### config.mk
export PLATFORM = sky130hd
export DESIGN_NAME = sensor_threshold_shutdown_monitor_top
export DESIGN_NICKNAME = d
export VERILOG_FILES = /design/src/hdl/stm_pkg.sv /design/src/hdl/sensor_threshold_shutdown_monitor_top.sv /design/src/hdl/stm_cfg.sv /design/src/hdl/stm_check.sv /design/src/hdl/stm_ctrl.sv
export SDC_FILE = /design/constraint.sdc
export NUM_CORES = 2
export LEC_CHECK = 0
export BUFFER_PORTS_ARGS = -buffer_cell sky130_fd_sc_hd__buf_2
export CAP_MARGIN = 5
export CELL_PAD_IN_SITES_DETAIL_PLACEMENT = 1
export CELL_PAD_IN_SITES_GLOBAL_PLACEMENT = 1
export CORE_MARGIN = 2
export CORE_UTILIZATION = 30
export DETAILED_ROUTE_END_ITERATION = 12
export GPL_TIMING_DRIVEN = 0
export PLACE_DENSITY_LB_ADDON = 0.1
export SLEW_MARGIN = 5
export SYNTH_ARGS = -nofsm -noshare
export SYNTH_HDL_FRONTEND = slang
export SYNTH_SLANG_ARGS = --single-unit
### constraint.sdc
create_clock -name clk -period 10.25 [get_ports clk]
set_clock_uncertainty 0.05 [all_clocks]
set_input_delay 3.075 -clock clk [delete_from_list [all_inputs] [get_ports clk]]
set_output_delay 3.075 -clock clk [all_outputs]
set_load 0.01 [all_outputs]
### src/hdl/stm_pkg.sv
// shared types and constants for the sensor threshold shutdown monitor
// depends on nothing; imported by every module of the block
`default_nettype none

package stm_pkg;

  localparam int TEMP_CHANNELS = 3;
  localparam int VOLT_CHANNELS = 6;

  localparam int TEMP_W     = 8;
  localparam int VOLT_W     = 15;
  localparam int PCT_W      = 7;
  localparam int CNT_W      = 8;
  localparam int NOM_W      = 14;
  localparam int CFG_IDX_W  = 3;
  localparam int CFG_DATA_W = 8;

  // deviation magnitude and scaled compare widths
  localparam int DEV_W    = VOLT_W + 2;
  localparam int MAG_W    = VOLT_W;
  localparam int SCALED_W = MAG_W + PCT_W;
  localparam int LIM_W    = NOM_W + PCT_W;

  localparam logic [CNT_W-1:0] CNT_MAX   = '1;
  localparam logic [PCT_W-1:0] PCT_SCALE = PCT_W'(100);

  // rail nominals in millivolts
  localparam logic [NOM_W-1:0] NOMINAL_MV [VOLT_CHANNELS] = '{
    NOM_W'(12000), NOM_W'(5000), NOM_W'(3300),
    NOM_W'(810), NOM_W'(810), NOM_W'(1200)
  };

  typedef enum logic [CFG_IDX_W-1:0] {
    REG_TEMP_ALARM_HIGH    = 3'd0,
    REG_TEMP_ALARM_LOW     = 3'd1,
    REG_TEMP_SHUTDOWN_HIGH = 3'd2,
    REG_TEMP_SHUTDOWN_LOW  = 3'd3,
    REG_VOLT_ALARM_PCT     = 3'd4,
    REG_VOLT_SHUTDOWN_PCT  = 3'd5,
    REG_PERSIST_ROUNDS     = 3'd6
  } cfg_reg_t;

  typedef enum logic [1:0] {
    EV_NONE    = 2'd0,
    EV_RAISED  = 2'd1,
    EV_CLEARED = 2'd2
  } alarm_ev_t;

  typedef struct packed {
    logic signed [TEMP_W-1:0] warn_hi;
    logic signed [TEMP_W-1:0] warn_lo;
    logic signed [TEMP_W-1:0] trip_hi;
    logic signed [TEMP_W-1:0] trip_lo;
    logic [PCT_W-1:0]         warn_pct;
    logic [PCT_W-1:0]         trip_pct;
    logic [CNT_W-1:0]         persist_rounds;
  } cfg_t;

  typedef struct packed {
    logic t_warn;
    logic t_trip;
    logic v_warn;
    logic v_trip;
  } chk_flags_t;

  typedef struct packed {
    alarm_ev_t alarm_event;
    logic      alarm_on;
    logic      temp_over;
    logic      volt_over;
    logic      shut_now;
    logic      shut_held;
  } result_t;

endpackage

`default_nettype wire

### src/hdl/sensor_threshold_shutdown_monitor_top.sv
// top level of the sensor threshold shutdown monitor
// depends on stm_pkg, stm_cfg, stm_check and stm_ctrl
`default_nettype none

// usage
//   input channel (in_valid/in_ready): one item per round; mode 0 checks three
//   temperatures (masked by temp_present) and six rail voltages, mode 1 clears
//   the shutdown latch and both persistence counters
//   output channel (out_valid/out_ready): one result item per input item, in order
//   configuration channel (cfg_valid/cfg_ready): cfg_index picks the register,
//   cfg_data carries the value; cfg_ready is always high, unknown indices are
//   dropped; write only while no item is in flight
// timing
//   an item waits in the input register while the compares and the
//   state update run; out_valid rises when the result register loads it, and
//   the result holds there until out_ready takes it
//   one item per cycle sustained while out_ready stays high, since the alarm
//   flag, counters and latch update together with the result register
// reset: synchronous, both stages empty, alarm, counters and latch cleared,
//   registers back to their defaults
// stalls: with out_ready low the result holds; the input register still takes
//   one more item, then in_ready drops until the result is taken

module sensor_threshold_shutdown_monitor_top
  import stm_pkg::*;
(
  input  logic                     clk,
  input  logic                     rst,

  input  logic                     in_valid,
  output logic                     in_ready,
  input  logic                     mode,
  input  logic signed [TEMP_W-1:0] temp_a,
  input  logic signed [TEMP_W-1:0] temp_b,
  input  logic signed [TEMP_W-1:0] temp_c,
  input  logic [TEMP_CHANNELS-1:0] temp_present,
  input  logic [VOLT_W-1:0]        volt_12v,
  input  logic [VOLT_W-1:0]        volt_5v,
  input  logic [VOLT_W-1:0]        volt_3v3,
  input  logic [VOLT_W-1:0]        volt_0v81_first,
  input  logic [VOLT_W-1:0]        volt_0v81_second,
  input  logic [VOLT_W-1:0]        volt_1v2,

  output logic                     out_valid,
  input  logic                     out_ready,
  output logic [1:0]               alarm_event,
  output logic                     alarm_on,
  output logic                     temp_over_shutdown,
  output logic                     volt_over_shutdown,
  output logic                     shutdown_now,
  output logic                     shutdown_held,

  input  logic                     cfg_valid,
  output logic                     cfg_ready,
  input  logic [CFG_IDX_W-1:0]     cfg_index,
  input  logic [CFG_DATA_W-1:0]    cfg_data
);

  cfg_t                     cfg;
  chk_flags_t               flags;
  result_t                  res;
  logic                     out_free;

  // input register
  logic                     s1_valid;
  logic                     s1_mode;
  logic signed [TEMP_W-1:0] s1_temp [TEMP_CHANNELS];
  logic [TEMP_CHANNELS-1:0] s1_present;
  logic [VOLT_W-1:0]        s1_volt [VOLT_CHANNELS];
  logic                     in_take;

  assign cfg_ready = 1'b1;
  // the input stage is ready when empty or when its item moves on to the result register
  assign in_ready  = !s1_valid || out_free;
  assign in_take   = in_valid && in_ready;

  always_ff @(posedge clk) begin
    if (rst) begin
      s1_valid <= 1'b0;
    end else if (in_ready) begin
      s1_valid <= in_valid;
    end
  end

  // payload capture, no reset needed
  always_ff @(posedge clk) begin
    if (in_take) begin
      s1_mode    <= mode;
      s1_temp[0] <= temp_a;
      s1_temp[1] <= temp_b;
      s1_temp[2] <= temp_c;
      s1_present <= temp_present;
      s1_volt[0] <= volt_12v;
      s1_volt[1] <= volt_5v;
      s1_volt[2] <= volt_3v3;
      s1_volt[3] <= volt_0v81_first;
      s1_volt[4] <= volt_0v81_second;
      s1_volt[5] <= volt_1v2;
    end
  end

  stm_cfg u_cfg (
    .clk      (clk),
    .rst      (rst),
    .wr_en    (cfg_valid && cfg_ready),
    .wr_index (cfg_index),
    .wr_data  (cfg_data),
    .cfg      (cfg)
  );

  stm_check u_check (
    .cfg     (cfg),
    .temp    (s1_temp),
    .present (s1_present),
    .volt    (s1_volt),
    .flags   (flags)
  );

  stm_ctrl u_ctrl (
    .clk            (clk),
    .rst            (rst),
    .item_valid     (s1_valid),
    .item_clear     (s1_mode),
    .flags          (flags),
    .persist_rounds (cfg.persist_rounds),
    .out_ready      (out_ready),
    .out_free       (out_free),
    .out_valid      (out_valid),
    .res            (res)
  );

  assign alarm_event        = res.alarm_event;
  assign alarm_on           = res.alarm_on;
  assign temp_over_shutdown = res.temp_over;
  assign volt_over_shutdown = res.volt_over;
  assign shutdown_now       = res.shut_now;
  assign shutdown_held      = res.shut_held;

  // both stages come out of reset empty
  a_reset_empty : assert property (@(posedge clk) rst |=> (!out_valid && !s1_valid))
    else $error("pipeline not empty after reset");

  // no item taken while both stages are full and the result is stalled
  a_no_overrun : assert property (@(posedge clk) disable iff (rst)
    (s1_valid && out_valid && !out_ready) |-> !in_ready)
    else $error("input accepted into a blocked pipeline");

  // a raised event leaves the alarm on, a cleared one leaves it off
  a_event_state : assert property (@(posedge clk) disable iff (rst)
    out_valid |-> ((alarm_event != EV_RAISED || alarm_on) &&
                   (alarm_event != EV_CLEARED || !alarm_on)))
    else $error("alarm event disagrees with alarm state");

  // a trip pulse always comes with the latch set
  a_trip_latched : assert property (@(posedge clk) disable iff (rst)
    (out_valid && shutdown_now) |-> shutdown_held)
    else $error("shutdown pulse without latch");

endmodule

`default_nettype wire

### src/hdl/stm_cfg.sv
// configuration register file of the monitor
// depends on stm_pkg
`default_nettype none

module stm_cfg
  import stm_pkg::*;
(
  input  logic                  clk,
  input  logic                  rst,
  input  logic                  wr_en,
  input  logic [CFG_IDX_W-1:0]  wr_index,
  input  logic [CFG_DATA_W-1:0] wr_data,
  output cfg_t                  cfg
);

  always_ff @(posedge clk) begin
    if (rst) begin
      cfg.warn_hi        <= TEMP_W'(85);
      cfg.warn_lo        <= -TEMP_W'(20);
      cfg.trip_hi        <= TEMP_W'(100);
      cfg.trip_lo        <= -TEMP_W'(40);
      cfg.warn_pct       <= PCT_W'(5);
      cfg.trip_pct       <= PCT_W'(10);
      cfg.persist_rounds <= CNT_W'(3);
    end else if (wr_en) begin
      case (cfg_reg_t'(wr_index))
        REG_TEMP_ALARM_HIGH:    cfg.warn_hi        <= wr_data[TEMP_W-1:0];
        REG_TEMP_ALARM_LOW:     cfg.warn_lo        <= wr_data[TEMP_W-1:0];
        REG_TEMP_SHUTDOWN_HIGH: cfg.trip_hi        <= wr_data[TEMP_W-1:0];
        REG_TEMP_SHUTDOWN_LOW:  cfg.trip_lo        <= wr_data[TEMP_W-1:0];
        REG_VOLT_ALARM_PCT:     cfg.warn_pct       <= wr_data[PCT_W-1:0];
        REG_VOLT_SHUTDOWN_PCT:  cfg.trip_pct       <= wr_data[PCT_W-1:0];
        REG_PERSIST_ROUNDS:     cfg.persist_rounds <= wr_data[CNT_W-1:0];
        default: ;  // unknown index, ignored
      endcase
    end
  end

endmodule

`default_nettype wire

### src/hdl/stm_check.sv
// window and band compares for one round of samples
// depends on stm_pkg
`default_nettype none

module stm_check
  import stm_pkg::*;
(
  input  cfg_t                     cfg,
  input  logic signed [TEMP_W-1:0] temp [TEMP_CHANNELS],
  input  logic [TEMP_CHANNELS-1:0] present,
  input  logic [VOLT_W-1:0]        volt [VOLT_CHANNELS],
  output chk_flags_t               flags
);

  logic [TEMP_CHANNELS-1:0] t_al_hit, t_sd_hit;
  logic [VOLT_CHANNELS-1:0] v_al_hit, v_sd_hit;

  for (genvar j = 0; j < TEMP_CHANNELS; j++) begin : g_temp
    always_comb begin
      t_al_hit[j] = present[j] && ((temp[j] > $signed(cfg.warn_hi)) ||
                                   (temp[j] < $signed(cfg.warn_lo)));
      t_sd_hit[j] = present[j] && ((temp[j] > $signed(cfg.trip_hi)) ||
                                   (temp[j] < $signed(cfg.trip_lo)));
    end
  end

  // v outside nom +- floor(nom*pct/100)  <=>  100*|v - nom| > nom*pct
  for (genvar i = 0; i < VOLT_CHANNELS; i++) begin : g_volt
    logic signed [DEV_W-1:0] dev;
    logic [MAG_W-1:0]        mag;
    logic [SCALED_W-1:0]     scaled;
    logic [LIM_W-1:0]        lim_al, lim_sd;

    always_comb begin
      dev    = $signed({2'b00, volt[i]}) - $signed({3'b000, NOMINAL_MV[i]});
      mag    = dev[DEV_W-1] ? MAG_W'(-dev) : MAG_W'(dev);
      scaled = SCALED_W'(mag) * SCALED_W'(PCT_SCALE);
      lim_al = LIM_W'(NOMINAL_MV[i]) * LIM_W'(cfg.warn_pct);
      lim_sd = LIM_W'(NOMINAL_MV[i]) * LIM_W'(cfg.trip_pct);
      v_al_hit[i] = scaled > SCALED_W'(lim_al);
      v_sd_hit[i] = scaled > SCALED_W'(lim_sd);
    end
  end

  assign flags.t_warn = |t_al_hit;
  assign flags.t_trip = |t_sd_hit;
  assign flags.v_warn = |v_al_hit;
  assign flags.v_trip = |v_sd_hit;

endmodule

`default_nettype wire

### src/hdl/stm_ctrl.sv
// alarm state, persistence counters, shutdown latch and result register
// depends on stm_pkg
`default_nettype none

module stm_ctrl
  import stm_pkg::*;
(
  input  logic             clk,
  input  logic             rst,
  input  logic             item_valid,
  input  logic             item_clear,
  input  chk_flags_t       flags,
  input  logic [CNT_W-1:0] persist_rounds,
  input  logic             out_ready,
  output logic             out_free,
  output logic             out_valid,
  output result_t          res
);

  logic             alarm_flag, alarm_flag_next;
  logic [CNT_W-1:0] temp_cnt, temp_cnt_next;
  logic [CNT_W-1:0] volt_cnt, volt_cnt_next;
  logic             latch, latch_next;
  result_t          res_next;
  logic             warn_any;
  logic             load;

  assign out_free = !out_valid || out_ready;
  assign load     = item_valid && out_free;

  always_comb begin
    alarm_flag_next = alarm_flag;
    temp_cnt_next   = temp_cnt;
    volt_cnt_next   = volt_cnt;
    latch_next      = latch;
    warn_any        = flags.t_warn || flags.v_warn;
    res_next        = '{alarm_event: EV_NONE, alarm_on: 1'b0, temp_over: 1'b0,
                        volt_over: 1'b0, shut_now: 1'b0, shut_held: 1'b0};

    if (item_clear) begin
      latch_next    = 1'b0;
      temp_cnt_next = '0;
      volt_cnt_next = '0;
    end else if (!latch) begin
      if (warn_any != alarm_flag) begin
        res_next.alarm_event = warn_any ? EV_RAISED : EV_CLEARED;
        alarm_flag_next      = warn_any;
      end
      if (flags.t_trip) begin
        temp_cnt_next = (temp_cnt == CNT_MAX) ? temp_cnt : temp_cnt + 1'b1;
      end else begin
        temp_cnt_next = '0;
      end
      if (flags.v_trip) begin
        volt_cnt_next = (volt_cnt == CNT_MAX) ? volt_cnt : volt_cnt + 1'b1;
      end else begin
        volt_cnt_next = '0;
      end
      if ((temp_cnt_next >= persist_rounds) || (volt_cnt_next >= persist_rounds)) begin
        latch_next        = 1'b1;
        res_next.shut_now = 1'b1;
      end
      res_next.temp_over = flags.t_trip;
      res_next.volt_over = flags.v_trip;
    end

    res_next.alarm_on  = alarm_flag_next;
    res_next.shut_held = latch_next;
  end

  always_ff @(posedge clk) begin
    if (rst) begin
      alarm_flag <= 1'b0;
      temp_cnt   <= '0;
      volt_cnt   <= '0;
      latch      <= 1'b0;
      out_valid  <= 1'b0;
    end else if (load) begin
      alarm_flag <= alarm_flag_next;
      temp_cnt   <= temp_cnt_next;
      volt_cnt   <= volt_cnt_next;
      latch      <= latch_next;
      out_valid  <= 1'b1;
    end else if (out_ready) begin
      out_valid  <= 1'b0;
    end
  end

  always_ff @(posedge clk) begin
    if (load) begin
      res <= res_next;
    end
  end

endmodule

`default_nettype wire
==> metrics.md <==
| Metric | Value |
|---|---|
| CTS tree | done |
| Post-synth EDFFs | 125 |
| CP Data Required Time | 10.49 ns |
| Slew Limit Fails | 0 |
| Count of final setup violators | 0 |
| Clock Latency Late Sink | 0.54 ns |
| Worst hold path type | flop to flop |
| Share of power burned in registers | 12.4% |
| Per-cell routed wire length | 17.8 um |
| Critical Path End | u_ctrl.res[0] |
| Drt initial violations | 881 |
| CTS H-tree lvls | 4 |
| Crit path capture type | flop |
| GR Util All Layers | 17.3% |
| Compound-Gate Fraction of Synth Area | 15.3% |
| DIE HEIGHT | 342 um |
| Max Root-Sink Buffers | 2 |
| WHS Path Cells | 2 |
| CTS Root Cell | clkbuf_16 |
| Synth Net Count | 5030 |
| Post-Synthesis Cells | 3825 |
| Fraction of the cycle the final worst path needs | 92.8% |
| Final hold violations | 0 |
| Static leakage | 18.6 nW |
| Most Frequent Cell on Critical Path | a21oi_1 |
| Startpoint Class | flop |
| Vias in the first global route | 28300 |
| Crit path launch | s1_volt[47] |
| RSZ-0062 raised after global routing | false |
| FF-to-FF End | u_ctrl.res[0] |
| FF+latch area | 5250 um^2 |
| Share of layout cells above drive strength 1 | 6.80% |
| # rows | 123 |
| HP Start | u_cfg.cfg[34] |
| Crit-path slowest cell | edfxtp_1 |
| CTS clock-pin slew for the worst setup and hold paths | 0.09 ns |
| Vias/cell | 4.87 |
| Post-layout nets | 5204 |
| Max Cap Viol | 0 |
| Mux cell area share after synthesis | 0.761% |
| Slowest stage delay, CP | 0.50 ns |
| Largest fanout on the critical path | 10 |
| Switching Share | 51.2% |
| Status | completed |
| Minimum clock period | 9.51 ns |
| Syn-to-layout area delta | 10.4% |
| Gate power share | 77.7% |
| CTS Buf Count | 17 |
| Clock sink count | 199 |
| Die Area | 117000 um^2 |
| GP Congestion | 0.810 |
| Placed cell area | 36900 um^2 |
| Max IR drop VDD | 0.000144 V |
| Cell Pwr Density | 201 nW/um^2 |
| Syn. warnings | 0 |
| Synth Area in Simple Gates | 12.0% |
| WP data arrival | 9.75 ns |
| Post-synthesis xor/xnor area fraction | 7.35% |
| Die width | 342 um |
| Largest net degree at the start of global routing | 59 |
| Grt total ovfl | 0 |
| Register area share after synthesis | 15.3% |
| Worst r2r path cells | 40 |
| Slew HR | 20.2% |
| Fin area | 37800 um^2 |
| Post-DP HPWL | 84700 um |
| Leading cell type in the layout, fill and taps excluded | ha_1 |
| Total net switching power | 0.00389 W |
| Slew at the pin closest to its max-slew limit | 1.20 ns |
| Tot Pwr | 0.00759 W |
| Reg2reg setup slack | 0.74 ns |
| Global-route wire length before repair | 158000 um |
| Core footprint | 113000 um^2 |
| Synth Flop Type | edfxtp_1 |
| Initial antenna violation count | 1 |
| Synth Area in Adders | 42.5% |
| Post-synth ARST share | 0% |
| Multi-input logic area | 26800 um^2 |
| Post-Route WL | 98200 um |
| Mapped Avg Cell Area | 8.94 um^2 |
| Worst r2r src | s1_volt[47] |
| Pre-Repair DR Iteration Count | 4 |
| Area leader, netlist | ha_1 |
| Synth Register Bits | 199 |
| DRC viols | 0 |
| FILL cells | 13300 |
| DR vias | 26800 |
| Crit Path Class | flop to flop |
| Distinct cells, synth | 88 |
| Synth top area share | 33.6% |
| Ports | 144 |
| CTS Hold Bufs | 0 |
| Mapped cell area | 34200 um^2 |
| Internal power contribution | 0.00370 W |
| Max Freq | 105 MHz |
| Synth top area cells | ha_1 (34%), edfxtp_1 (11%), fa_1 (8.9%) |
| Final ANT Viol Nets | 0 |
| Largest family of logic cells by synthesized area | adder cells |
| Diodes inserted | 0 |
| Leading cell types in the layout, fill and taps excluded | ha_1 (919), inv_1 (588), nor2_1 (235) |
| Number of buffer cells added on primary ports | 141 |
| Clock power share | 9.8% |
| Starting Density | 30.3% |
power by group through the flow:
stage,clock network (W),registers (W),logic [W]
after global routing,0.000814,0.000951,0.00684
after detailed placement,0,0.000963,0.00588
final,0.000747,0.000943,0.00590
after floorplan,0,0.000946,0.00426
after CTS,0.000794,0.000945,0.00595
after global placement,0,0.000969,0.00581
worst min-delay path by stage:
stage,end,slack [ns]
2_1_floorplan,u_cfg.cfg[23],0.39
3_3_place_gp,u_cfg.cfg[2],0.40
3_5_place_dp,u_cfg.cfg[34],0.40
4_1_cts,u_cfg.cfg[34],0.41
5_1_grt,u_cfg.cfg[27],0.44
6_report,u_cfg.cfg[34],0.41
synth_stat cells, types with 12 or more instances:
cell,number
a211o_1,23
a211oi_1,26
a21boi_0,19
a21o_1,87
a21oi_1,228
a31oi_1,28
and2_1,12
and3_1,20
clkbuf_1,24
dfxtp_1,74
edfxtp_1,125
fa_1,152
ha_1,919
inv_1,590
mux2i_1,17
nand2_1,176
nand2b_1,53
nand3_1,55
nand3b_1,12
nand4_1,45
nor2_1,235
nor2b_1,67
nor3_1,59
nor4_1,14
o211ai_1,25
o21a_1,62
o21ai_0,151
o21bai_1,23
o31ai_1,16
or2_2,17
or3_1,18
xnor2_1,177
xor2_1,110
flip-flops by register name, indices dropped and copies added, names as in the netlist:
name / flops
s1_mode: 1
u_ctrl.alarm_flag: 1
u_cfg.cfg: 54
s1_present: 3
s1_temp: 24
u_ctrl.temp_cnt: 8
u_ctrl.volt_cnt: 8
u_ctrl.res: 7
s1_valid: 1
s1_volt: 90
u_ctrl.latch: 1
u_ctrl.out_valid: 1
layer usage:
layer | GRT usage [%] | share of wire (%)
met1 | 23.6 | 51
met2 | 28.9 | 46
met3 | 2.28 | 2.2
met4 | 3.86 | 1.5
met5 | 0.613 | 0.12
logic make-up after synthesis:
family | count (synthesis)
DFF | 199
adders and majority gates | 1071
other | 1
AOI/OAI and AO/OA | 798
muxes | 25
xor gates and xnor gates | 287
and+or+nand+nor | 825
buffers and inverters | 619
repair_timing:
action / in CTS / in global routing
endpoints found under the hold margin: 0 / 0
buffers inserted: 2 / 6
gates resized for setup: 8 / 31
endpoints found under the setup margin: 3 / 3
pin swaps: 0 / 3
cell type report:
cell class / count / share of cell area (%)
Inverter: 590 / 5.88
Timing Repair Buffer: 155 / 2.33
Clock buffer: 17 / 1.13
Buffer: 29 / 0.335
Tap cell: 1500 / 4.97
Sequential cell: 199 / 13.9
Multi-Input combinational cell: 3007 / 71.0
Clock inverter: 15 / 0.490
critical path, delay by kind of cell (launching register included):
| family | cells | cell delay (ns) |
|---|---|---|
| AO/OA/AOI/OAI | 14 | 2.63 |
| XOR/XNOR | 2 | 0.38 |
| adder cells (fa/ha/maj) | 6 | 2.01 |
| buffers and inverters | 2 | 0.34 |
| flip-flops | 1 | 0.50 |
| AND/OR/NAND/NOR | 16 | 3.36 |
metrics by stage:
| step | setup slack [ns] | utilization [%] | TNS [ns] | std cells | hold slack, ns |
|---|---|---|---|---|---|
| final | 0.739 | 33.5 | 0 | 5512 | 0.413 |
| after global routing | 0.0186 | 33.5 | 0 | 5512 | 0.438 |
| after CTS | 0.0150 | 33.3 | 0 | 5506 | 0.413 |
| after detailed placement | -0.471 | 32.7 | -1.26 | 5472 | 0.399 |
| after global placement | -0.426 | 32.6 | -1.13 | 5466 | 0.395 |
| after floorplan | 2.00 | - | 0 | 3825 | 0.386 |
Note: power is estimated with default switching activity, not from simulation.
